File: src/rhsf_pkg.sv
// Shared types and constants for the rolling-hash substring finder.
`timescale 1ns / 1ps
`default_nettype none
package rhsf_pkg;

  localparam int DEF_MAX_PATTERN = 16;
  localparam int DEF_MAX_TEXT    = 65536;
  localparam int DEF_HASH_BITS   = 32;

  localparam int POS_W   = 16;
  localparam int Q_DEPTH = 4;

  localparam logic [7:0] CHAR_OFFSET = 8'd97;

  localparam logic [1:0] ST_FOUND      = 2'd0;
  localparam logic [1:0] ST_NOT_FOUND  = 2'd1;
  localparam logic [1:0] ST_NO_PATTERN = 2'd2;
  localparam logic [1:0] ST_TEXT_LONG  = 2'd3;

  typedef enum logic {
    OP_PATTERN = 1'b0,
    OP_TEXT    = 1'b1
  } op_t;

  typedef struct packed {
    op_t              op;
    logic             restart;
    logic             load;
    logic             active;
    logic             full;
    logic             fin;
    logic             err;
    logic [1:0]       err_status;
    logic [POS_W-1:0] pos;
  } ctl_t;

endpackage
`default_nettype wire

File: src/rolling_hash_substring_finder_core.sv
// Result path: the final text byte passes the input register, the queue and the
//   result register before its result is on out_*; a full queue and out_stall can hold it.
// Throughput: one pattern or text byte per cycle while in_stall is low, set by the
//   combinational window hash update (hash * 26 + term) in the back end.
// Reset: rst_n synchronous, active low; clears pattern, text and match state.
//   The window byte store is not cleared.
`timescale 1ns / 1ps
`default_nettype none
module rolling_hash_substring_finder_core #(
  parameter int MAX_PATTERN = rhsf_pkg::DEF_MAX_PATTERN,
  parameter int MAX_TEXT    = rhsf_pkg::DEF_MAX_TEXT,
  parameter int HASH_BITS   = rhsf_pkg::DEF_HASH_BITS
) (
  input  wire         clk,
  input  wire         rst_n,
  input  wire         in_valid,
  output logic        in_stall,
  input  wire         in_req_type,
  input  wire  [7:0]  in_char_value,
  input  wire         in_last,
  output logic        out_valid,
  input  wire         out_stall,
  output logic [1:0]  out_status,
  output logic [15:0] out_position
);
  import rhsf_pkg::*;

  logic                 push, pop, q_full, head_valid;
  ctl_t                 push_ctl, head_ctl;
  logic [HASH_BITS-1:0] push_term, head_term;

  rhsf_front #(
    .MAX_PATTERN (MAX_PATTERN),
    .MAX_TEXT    (MAX_TEXT),
    .HASH_BITS   (HASH_BITS)
  ) u_front (
    .clk           (clk),
    .rst_n         (rst_n),
    .in_valid      (in_valid),
    .in_stall      (in_stall),
    .in_req_type   (in_req_type),
    .in_char_value (in_char_value),
    .in_last       (in_last),
    .q_full        (q_full),
    .push          (push),
    .push_ctl      (push_ctl),
    .push_term     (push_term)
  );

  rhsf_queue #(
    .HASH_BITS (HASH_BITS)
  ) u_queue (
    .clk        (clk),
    .rst_n      (rst_n),
    .push       (push),
    .push_ctl   (push_ctl),
    .push_term  (push_term),
    .pop        (pop),
    .full       (q_full),
    .head_valid (head_valid),
    .head_ctl   (head_ctl),
    .head_term  (head_term)
  );

  rhsf_back #(
    .HASH_BITS (HASH_BITS)
  ) u_back (
    .clk          (clk),
    .rst_n        (rst_n),
    .head_valid   (head_valid),
    .head_ctl     (head_ctl),
    .head_term    (head_term),
    .pop          (pop),
    .out_valid    (out_valid),
    .out_stall    (out_stall),
    .out_status   (out_status),
    .out_position (out_position)
  );

  a_pos_zero: assert property (@(posedge clk) disable iff (!rst_n)
    (out_valid && out_status != ST_FOUND) |-> (out_position == '0))
    else $error("position not zero on a non-found result");

  a_fin_slot: assert property (@(posedge clk) disable iff (!rst_n)
    (pop && head_ctl.op == OP_TEXT && head_ctl.fin) |-> (!out_valid || !out_stall))
    else $error("final request retired while result slot is occupied");

  a_drain: assert property (@(posedge clk) disable iff (!rst_n)
    (out_valid && !out_stall && !pop) |=> !out_valid)
    else $error("result repeated after being taken");

  a_reset: assert property (@(posedge clk)
    !rst_n |=> !out_valid)
    else $error("result valid right after reset");

endmodule
`default_nettype wire

File: src/rhsf_front.sv
// Front end: request intake, pattern/text bookkeeping, window store and drop term.
`timescale 1ns / 1ps
`default_nettype none
module rhsf_front #(
  parameter int MAX_PATTERN = rhsf_pkg::DEF_MAX_PATTERN,
  parameter int MAX_TEXT    = rhsf_pkg::DEF_MAX_TEXT,
  parameter int HASH_BITS   = rhsf_pkg::DEF_HASH_BITS
) (
  input  wire                  clk,
  input  wire                  rst_n,
  input  wire                  in_valid,
  output logic                 in_stall,
  input  wire                  in_req_type,
  input  wire  [7:0]           in_char_value,
  input  wire                  in_last,
  input  wire                  q_full,
  output logic                 push,
  output rhsf_pkg::ctl_t       push_ctl,
  output logic [HASH_BITS-1:0] push_term
);
  import rhsf_pkg::*;

  localparam int LEN_W  = $clog2(MAX_PATTERN + 1);
  localparam int PTR_W  = (MAX_PATTERN > 1) ? $clog2(MAX_PATTERN) : 1;
  localparam int CNT_W  = $clog2(MAX_TEXT + 2);
  localparam int CW     = ((CNT_W > LEN_W) ? CNT_W : LEN_W) + 1;
  localparam int PROD_W = HASH_BITS + 11;

  logic [LEN_W-1:0]     len_r, len_nxt, len_base;
  logic                 ready_r, ready_nxt;
  logic                 too_long_r, too_long_nxt;
  logic [HASH_BITS-1:0] pp_r, pp_nxt, pp_base;
  logic [CNT_W-1:0]     tc_r, tc_nxt;
  logic [PTR_W-1:0]     wp_r, wp_nxt;

  logic                 a_v_r;
  ctl_t                 a_ctl_r, ctl_nxt;
  logic [7:0]           a_char_r;
  logic                 a_sub_r, sub_nxt;
  logic [HASH_BITS-1:0] a_pp_r;

  logic [7:0]           window_mem [MAX_PATTERN];
  logic [7:0]           rd_data_r;
  logic                 mem_we;
  logic [PTR_W-1:0]     rd_addr;
  logic [LEN_W:0]       rd_full, wp_l, n_l;

  logic                 accept, is_text, counted;
  logic [CW-1:0]        tc_x, n_x;
  logic [31:0]          pos_diff;

  logic [HASH_BITS-1:0]    d_new, prod_h;
  logic signed [9:0]       od_s;
  logic signed [PROD_W-1:0] prod_s;

  assign accept  = in_valid && !in_stall;
  assign is_text = (op_t'(in_req_type) == OP_TEXT);
  assign counted = (tc_r <= CNT_W'(MAX_TEXT));
  assign tc_x    = CW'(tc_r);
  assign n_x     = CW'(len_r);
  assign pos_diff = 32'(tc_r) + 32'd1 - 32'(len_r);

  assign wp_l    = (LEN_W+1)'(wp_r);
  assign n_l     = (LEN_W+1)'(len_r);
  assign rd_full = (wp_l >= n_l) ? (wp_l - n_l) : (wp_l + (LEN_W+1)'(MAX_PATTERN) - n_l);
  assign rd_addr = rd_full[PTR_W-1:0];

  always_comb begin
    len_nxt      = len_r;
    ready_nxt    = ready_r;
    too_long_nxt = too_long_r;
    pp_nxt       = pp_r;
    tc_nxt       = tc_r;
    wp_nxt       = wp_r;
    len_base     = len_r;
    pp_base      = pp_r;
    sub_nxt      = 1'b0;
    mem_we       = 1'b0;
    ctl_nxt      = '0;
    ctl_nxt.op   = is_text ? OP_TEXT : OP_PATTERN;
    if (!is_text) begin
      ctl_nxt.restart = ready_r;
      if (ready_r) begin
        len_base     = '0;
        pp_base      = HASH_BITS'(1);
        too_long_nxt = 1'b0;
        ready_nxt    = 1'b0;
        tc_nxt       = '0;
        wp_nxt       = '0;
      end
      ctl_nxt.load = (len_base < LEN_W'(MAX_PATTERN));
      if (ctl_nxt.load) begin
        len_nxt = len_base + LEN_W'(1);
        pp_nxt  = (pp_base << 4) + (pp_base << 3) + (pp_base << 1);
      end else begin
        len_nxt      = len_base;
        pp_nxt       = pp_base;
        too_long_nxt = 1'b1;
      end
      if (in_last) begin
        ready_nxt = 1'b1;
      end
    end else begin
      ctl_nxt.fin = in_last;
      if (counted) begin
        tc_nxt = tc_r + CNT_W'(1);
        ctl_nxt.active = ready_r && !too_long_r && (tc_r < CNT_W'(MAX_TEXT));
        if (ctl_nxt.active) begin
          ctl_nxt.full = (tc_x + CW'(1) >= n_x);
          sub_nxt      = (tc_x >= n_x);
          mem_we       = 1'b1;
          wp_nxt       = (wp_r == PTR_W'(MAX_PATTERN - 1)) ? '0 : wp_r + PTR_W'(1);
        end
      end
      ctl_nxt.pos        = pos_diff[POS_W-1:0];
      ctl_nxt.err        = !ready_r || too_long_r || (tc_r >= CNT_W'(MAX_TEXT));
      ctl_nxt.err_status = (!ready_r || too_long_r) ? ST_NO_PATTERN : ST_TEXT_LONG;
      if (in_last) begin
        tc_nxt = '0;
        wp_nxt = '0;
      end
    end
  end

  always_ff @(posedge clk) begin
    if (!rst_n) begin
      len_r      <= '0;
      ready_r    <= 1'b0;
      too_long_r <= 1'b0;
      pp_r       <= HASH_BITS'(1);
      tc_r       <= '0;
      wp_r       <= '0;
      a_v_r      <= 1'b0;
    end else begin
      if (accept) begin
        len_r      <= len_nxt;
        ready_r    <= ready_nxt;
        too_long_r <= too_long_nxt;
        pp_r       <= pp_nxt;
        tc_r       <= tc_nxt;
        wp_r       <= wp_nxt;
        a_v_r      <= 1'b1;
      end else if (push) begin
        a_v_r <= 1'b0;
      end
    end
  end

  always_ff @(posedge clk) begin
    if (accept) begin
      a_ctl_r  <= ctl_nxt;
      a_char_r <= in_char_value;
      a_sub_r  <= sub_nxt;
      a_pp_r   <= pp_r;
    end
  end

  // read-before-write: a full-length window reads the slot being overwritten
  always_ff @(posedge clk) begin
    if (accept && mem_we) begin
      window_mem[wp_r] <= in_char_value;
      rd_data_r        <= window_mem[rd_addr];
    end
  end

  assign d_new  = HASH_BITS'(a_char_r) - HASH_BITS'(CHAR_OFFSET);
  assign od_s   = signed'({2'b00, rd_data_r}) - signed'(10'(CHAR_OFFSET));
  assign prod_s = od_s * signed'({1'b0, a_pp_r});
  assign prod_h = prod_s[HASH_BITS-1:0];

  assign push_term = a_sub_r ? (d_new - prod_h) : d_new;
  assign push_ctl  = a_ctl_r;
  assign push      = a_v_r && !q_full;
  assign in_stall  = a_v_r && q_full;

endmodule
`default_nettype wire

File: src/rhsf_queue.sv
// Short request queue between front end and back end.
`timescale 1ns / 1ps
`default_nettype none
module rhsf_queue #(
  parameter int HASH_BITS = rhsf_pkg::DEF_HASH_BITS
) (
  input  wire                  clk,
  input  wire                  rst_n,
  input  wire                  push,
  input  rhsf_pkg::ctl_t       push_ctl,
  input  wire  [HASH_BITS-1:0] push_term,
  input  wire                  pop,
  output logic                 full,
  output logic                 head_valid,
  output rhsf_pkg::ctl_t       head_ctl,
  output logic [HASH_BITS-1:0] head_term
);
  import rhsf_pkg::*;

  localparam int PTR_W = $clog2(Q_DEPTH);

  ctl_t                 ctl_mem  [Q_DEPTH];
  logic [HASH_BITS-1:0] term_mem [Q_DEPTH];
  logic [PTR_W-1:0]     wr_r, rd_r;
  logic [PTR_W:0]       cnt_r;

  assign full       = (cnt_r == (PTR_W+1)'(Q_DEPTH));
  assign head_valid = (cnt_r != '0);
  assign head_ctl   = ctl_mem[rd_r];
  assign head_term  = term_mem[rd_r];

  always_ff @(posedge clk) begin
    if (!rst_n) begin
      wr_r  <= '0;
      rd_r  <= '0;
      cnt_r <= '0;
    end else begin
      if (push) begin
        wr_r <= wr_r + PTR_W'(1);
      end
      if (pop) begin
        rd_r <= rd_r + PTR_W'(1);
      end
      if (push && !pop) begin
        cnt_r <= cnt_r + (PTR_W+1)'(1);
      end else if (pop && !push) begin
        cnt_r <= cnt_r - (PTR_W+1)'(1);
      end
    end
  end

  always_ff @(posedge clk) begin
    if (push) begin
      ctl_mem[wr_r]  <= push_ctl;
      term_mem[wr_r] <= push_term;
    end
  end

endmodule
`default_nettype wire

File: src/rhsf_back.sv
// Back end: pattern hash, rolling window hash, match tracking and result register.
`timescale 1ns / 1ps
`default_nettype none
module rhsf_back #(
  parameter int HASH_BITS = rhsf_pkg::DEF_HASH_BITS
) (
  input  wire                  clk,
  input  wire                  rst_n,
  input  wire                  head_valid,
  input  rhsf_pkg::ctl_t       head_ctl,
  input  wire  [HASH_BITS-1:0] head_term,
  output logic                 pop,
  output logic                 out_valid,
  input  wire                  out_stall,
  output logic [1:0]           out_status,
  output logic [15:0]          out_position
);
  import rhsf_pkg::*;

  logic [HASH_BITS-1:0] ph_r, ph_nxt;
  logic [HASH_BITS-1:0] wh_r, wh_nxt, wh_new;
  logic                 mf_r, mf_nxt;
  logic [POS_W-1:0]     mpos_r, mpos_nxt;
  logic                 ov_r;
  logic [1:0]           ostat_r, res_status;
  logic [POS_W-1:0]     opos_r, res_pos;
  logic                 hit, done;

  assign pop    = head_valid && (!head_ctl.fin || !ov_r || !out_stall);
  assign done   = pop && (head_ctl.op == OP_TEXT) && head_ctl.fin;
  assign wh_new = (wh_r << 4) + (wh_r << 3) + (wh_r << 1) + head_term;

  always_comb begin
    ph_nxt   = ph_r;
    wh_nxt   = wh_r;
    mf_nxt   = mf_r;
    mpos_nxt = mpos_r;
    hit      = 1'b0;
    if (pop) begin
      unique case (head_ctl.op)
        OP_PATTERN: begin
          if (head_ctl.restart) begin
            ph_nxt   = head_term;
            wh_nxt   = '0;
            mf_nxt   = 1'b0;
            mpos_nxt = '0;
          end else if (head_ctl.load) begin
            ph_nxt = (ph_r << 4) + (ph_r << 3) + (ph_r << 1) + head_term;
          end
        end
        OP_TEXT: begin
          if (head_ctl.active) begin
            wh_nxt = wh_new;
            hit    = head_ctl.full && !mf_r && (wh_new == ph_r);
            if (hit) begin
              mf_nxt   = 1'b1;
              mpos_nxt = head_ctl.pos;
            end
          end
          if (head_ctl.fin) begin
            wh_nxt   = '0;
            mf_nxt   = 1'b0;
            mpos_nxt = '0;
          end
        end
        default: begin
          ph_nxt = ph_r;
        end
      endcase
    end
  end

  always_comb begin
    if (head_ctl.err) begin
      res_status = head_ctl.err_status;
    end else if (mf_r || hit) begin
      res_status = ST_FOUND;
    end else begin
      res_status = ST_NOT_FOUND;
    end
    if (res_status == ST_FOUND) begin
      res_pos = hit ? head_ctl.pos : mpos_r;
    end else begin
      res_pos = '0;
    end
  end

  always_ff @(posedge clk) begin
    if (!rst_n) begin
      ph_r   <= '0;
      wh_r   <= '0;
      mf_r   <= 1'b0;
      mpos_r <= '0;
      ov_r   <= 1'b0;
    end else begin
      ph_r   <= ph_nxt;
      wh_r   <= wh_nxt;
      mf_r   <= mf_nxt;
      mpos_r <= mpos_nxt;
      if (done) begin
        ov_r <= 1'b1;
      end else if (!out_stall) begin
        ov_r <= 1'b0;
      end
    end
  end

  always_ff @(posedge clk) begin
    if (done) begin
      ostat_r <= res_status;
      opos_r  <= res_pos;
    end
  end

  assign out_valid    = ov_r;
  assign out_status   = ostat_r;
  assign out_position = opos_r;

endmodule
`default_nettype wire
File: config.mk
export PLATFORM = sky130hd
export DESIGN_NAME = rolling_hash_substring_finder_core
export DESIGN_NICKNAME = d
export VERILOG_FILES = /design/src/rhsf_pkg.sv /design/src/rolling_hash_substring_finder_core.sv /design/src/rhsf_front.sv /design/src/rhsf_queue.sv /design/src/rhsf_back.sv
export SDC_FILE = /design/constraint.sdc
export NUM_CORES = 2
export LEC_CHECK = 0
export BUFFER_PORTS_ARGS = -buffer_cell sky130_fd_sc_hd__buf_2
export CORE_MARGIN = 1
export CORE_UTILIZATION = 59
export CTS_CLUSTER_SIZE = 10
export DETAILED_ROUTE_END_ITERATION = 10
export PLACE_DENSITY_LB_ADDON = 0.05
export SYNTH_ARGS = -nofsm -noshare
export SYNTH_HDL_FRONTEND = slang
export SYNTH_SLANG_ARGS = --single-unit
File: constraint.sdc
create_clock -name clk -period 6.9 [get_ports clk]
set_input_delay 2.07 -clock clk [delete_from_list [all_inputs] [get_ports clk]]
set_output_delay 2.07 -clock clk [all_outputs]
set_load 0.02 [all_outputs]
==> metrics <==
num ports 34; #FFs+latches synth 599; # rows 96; Hold Crit Depth 0; post-synthesis sequential area ratio 39.6%; slew of the pin with the lowest slew margin 1180 ps; slew margin rel. 21.3%; final worst path period share 96.9%; Port Buf Inserts 33; CTS root buf clkbuf_16; Worst Hold Class flip-flop to flip-flop; CORE AREA 69200 sq um; Synth Area per Inst 11.7 sq um; Total Wirelength 93900 microns; most common cell after layout, fill and taps aside edfxtp_1; synthesized instance count 3564; minimum clock period 6690 ps; Nets 4219; Post-CTS Hold Buffers 0; H-tree Lvls 3; Sequential Power Share 20.9%; clock latency on the worst-skew pair 630 ps; synth warn 0; Finished Layout Cells 4608; Initial DRC Count 2115; crit-path most repeated cell fa_1; Final Setup Violations 0; CP max-delay cell fa_1; post-synth top area cell edfxtp_1; pre-CTS WS -176 ps; Post-synth EDFFs 448; maximum clock frequency 0.150 GHz; area of the die 71500 sq um; DIE WIDTH 267 microns; Worst IR Drop VDD 0.373 mV; placed cell areas 43100 sq um; Hold EP u_front.a_pp_r[31]; fin worst setup slack 211 ps; Final HPWL DP 68700 microns; area grow syn2layout 9.94%; Pwr Density 528 nW/um^2; first-pass GRT wire length 150000 microns; r2r worst-path depth 24; Comb pwr share 64.1%; Worst Skew 35.3 ps; proportion of layout cells with a drive suffix above 1 10.2%; Placed Instances 4460; GPL Wtd Cong 0.866; pin count of the biggest net entering global routing 122; leakage 18.1 nW; CP max stage delay 530 ps; Hold Fails Final Rpt 0; gr usage total 26.8%; routed vias 27300; max-slew violations 0; FF-to-FF End u_queue.term_mem[1][30]; CP endpoint kind flip-flop; Worst Path Required 7250 ps; startpoint type of the worst setup path flip-flop; TritonCTS Buffers 74; clock power share 15.0%; Net Sw Frac 44.2%; crit-path cells buf_6, nor3_4, xor2_2, buf_6, and2_1, fa_1, inv_1, fa_1, fa_1, fa_1, inv_1, fa_1, inv_1, ha_1, o21a_1, o2111ai_1, a211oi_1, or3_4, a41o_1, o41ai_4, o211ai_1, a31oi_1, xnor2_1, a21o_1; GR Overflow Total 0; Critical Path AT 7040 ps; vias per inst 5.92; top-area cell type share of the netlist area 32.4%; worst reg2reg startpoint u_front.rd_data_r[2]; Post-DRT Antenna Nets 0; initial core utilization 60.1%; hold slack 422 ps; Setup TNS Final 0 ps; Post-Syn Area 41600 sq um; ys flop type edfxtp_1; DR DRC count 0; syn nets 4159; post-layout instance area 45700 sq um; critical path class flip-flop to flip-flop; share of flip-flops with an asynchronous set or reset 0%; clock sinks 599; CTS tree yes; Synth area leaders edfxtp_1 32%, fa_1 17%, dfxtp_1 7.3%; status finished clean; Switch Pwr 10.7 mW; r2r setup slk 210 ps; Internal 13.5 mW; Avg WL per Cell 20.4 microns; CTS Buffer Depth 3; Worst-path clk slew 50 ps; Worst Path Max Fanout 8; kind of cell adding the most delay to the critical path adder cells; hold_sp u_front.pp_r[31]; DR pass1 iterations 5; Die Ht 267 microns; initial antenna violation count 3; most frequent cells in the layout 448 x edfxtp_1, 348 x fa_1, 300 x inv_1; Maximum Capacitance Violations 0; vias in the first global route 27900; Netlist cell types 85; CP bufs+invs 5
-- cells by family (layout without fill, tap and decap cells) --
family / after synthesis / after routing / share of synthesized area, %
flops: 599 / 599 / 39.6
xor+xnor: 190 / 190 / 4.18
buf+inv: 449 / 561 / 4.13
other cells: 0 / 1 / 0
mux: 133 / 133 / 5.86
simple gates: 967 / 967 / 12.1
compound gates: 645 / 645 / 10.2
fa+ha+maj: 581 / 581 / 23.9
-- layer usage --
| metal | vias up | track usage [%] | wire [microns] |
|---|---|---|---|
| met2 | 733 | 43.3 | 44600 |
| li1 | 12700 | - | - |
| met1 | 13700 | 38.3 | 42700 |
| met4 | 4 | 6.57 | 1790 |
| met5 | - | 0 | 26 |
| met3 | 127 | 3.92 | 4750 |
-- power by group through the flow --
| stage | clock (mW) | combinational (mW) | sequential [mW] |
|---|---|---|---|
| 5_1_grt | 3.83 | 17.1 | 5.11 |
| 6_report | 3.62 | 15.5 | 5.05 |
| 4_1_cts | 3.69 | 15.0 | 5.05 |
| 3_5_place_dp | 0 | 14.9 | 5.12 |
| 3_3_place_gp | 0 | 14.5 | 5.10 |
| 2_1_floorplan | 0 | 11.6 | 4.97 |
-- synth_stat cells, drive strengths merged (23+ instances only) --
cell / instances
nor2: 145
clkbuf: 125
ha: 229
xnor2: 121
nand2: 242
dfxtp: 151
a21o: 73
inv: 302
nand3: 75
xor2: 64
nor2b: 164
and2: 137
fa: 352
mux4: 88
edfxtp: 448
a21oi: 152
and3: 23
o21ai: 162
nand2b: 57
nor3: 49
a31oi: 23
mux2i: 44
o21a: 23
-- flip-flops by register name, summed over array words and instances (netlist names), 2 cells and up, named ones only --
register	cells
u_front.a_pp_r	32
u_back.ph_r	32
u_front.window_mem	128
u_queue.rd_r	2
u_queue.wr_r	2
u_front.wp_r	4
u_queue.term_mem	128
u_back.out_position	16
u_front.tc_r	17
u_queue.cnt_r	3
u_front.rd_data_r	8
u_front.push_ctl	25
u_front.len_r	5
u_front.pp_r	32
u_back.out_status	2
u_back.wh_r	31
u_back.mpos_r	16
u_front.a_char_r	8
u_queue.ctl_mem	100
-- final cells by class --
class                   instances  area [sq um]
diodes                          1          2.50
fillers                      5266         23500
clock inverters                17           229
inverters                     305          1150
well taps                     931          1160
repair buffers                128          1010
clock buffers                 111          2020
flip-flops and latches        599         16500
multi-input cells            2516         23600
-- what timing repair did --
action	4_1_cts	5_1_grt
gates cloned	0	1
setup buffers	6	12
pin swaps	1	16
resized for setup	6	36
endpoints found under the setup margin	20	32
-- worst max path at each step --
stage,depth (start not counted),from,slack (ps),end
CTS,26,u_front.rd_data_r[2],-20,u_queue.term_mem[0][26]
finish,24,u_front.rd_data_r[2],210,u_queue.term_mem[1][30]
floorplan,26,u_front.rd_data_r[0],10,u_queue.term_mem[0][30]
detailed placement,21,u_front.rd_data_r[2],-180,u_queue.term_mem[0][26]
global placement,21,u_front.rd_data_r[2],50,u_queue.term_mem[0][30]
global route,24,u_front.rd_data_r[2],-60,u_queue.term_mem[1][30]
-- stage by stage --
stage / utilization, % / power (mW)
finish: 66.0 / 24.1
global placement: 62.3 / 19.6
floorplan: - / 16.5
global route: 66.0 / 26.0
detailed placement: 62.3 / 20.0
CTS: 65.6 / 23.8
Power figures use the tool's default switching activity.
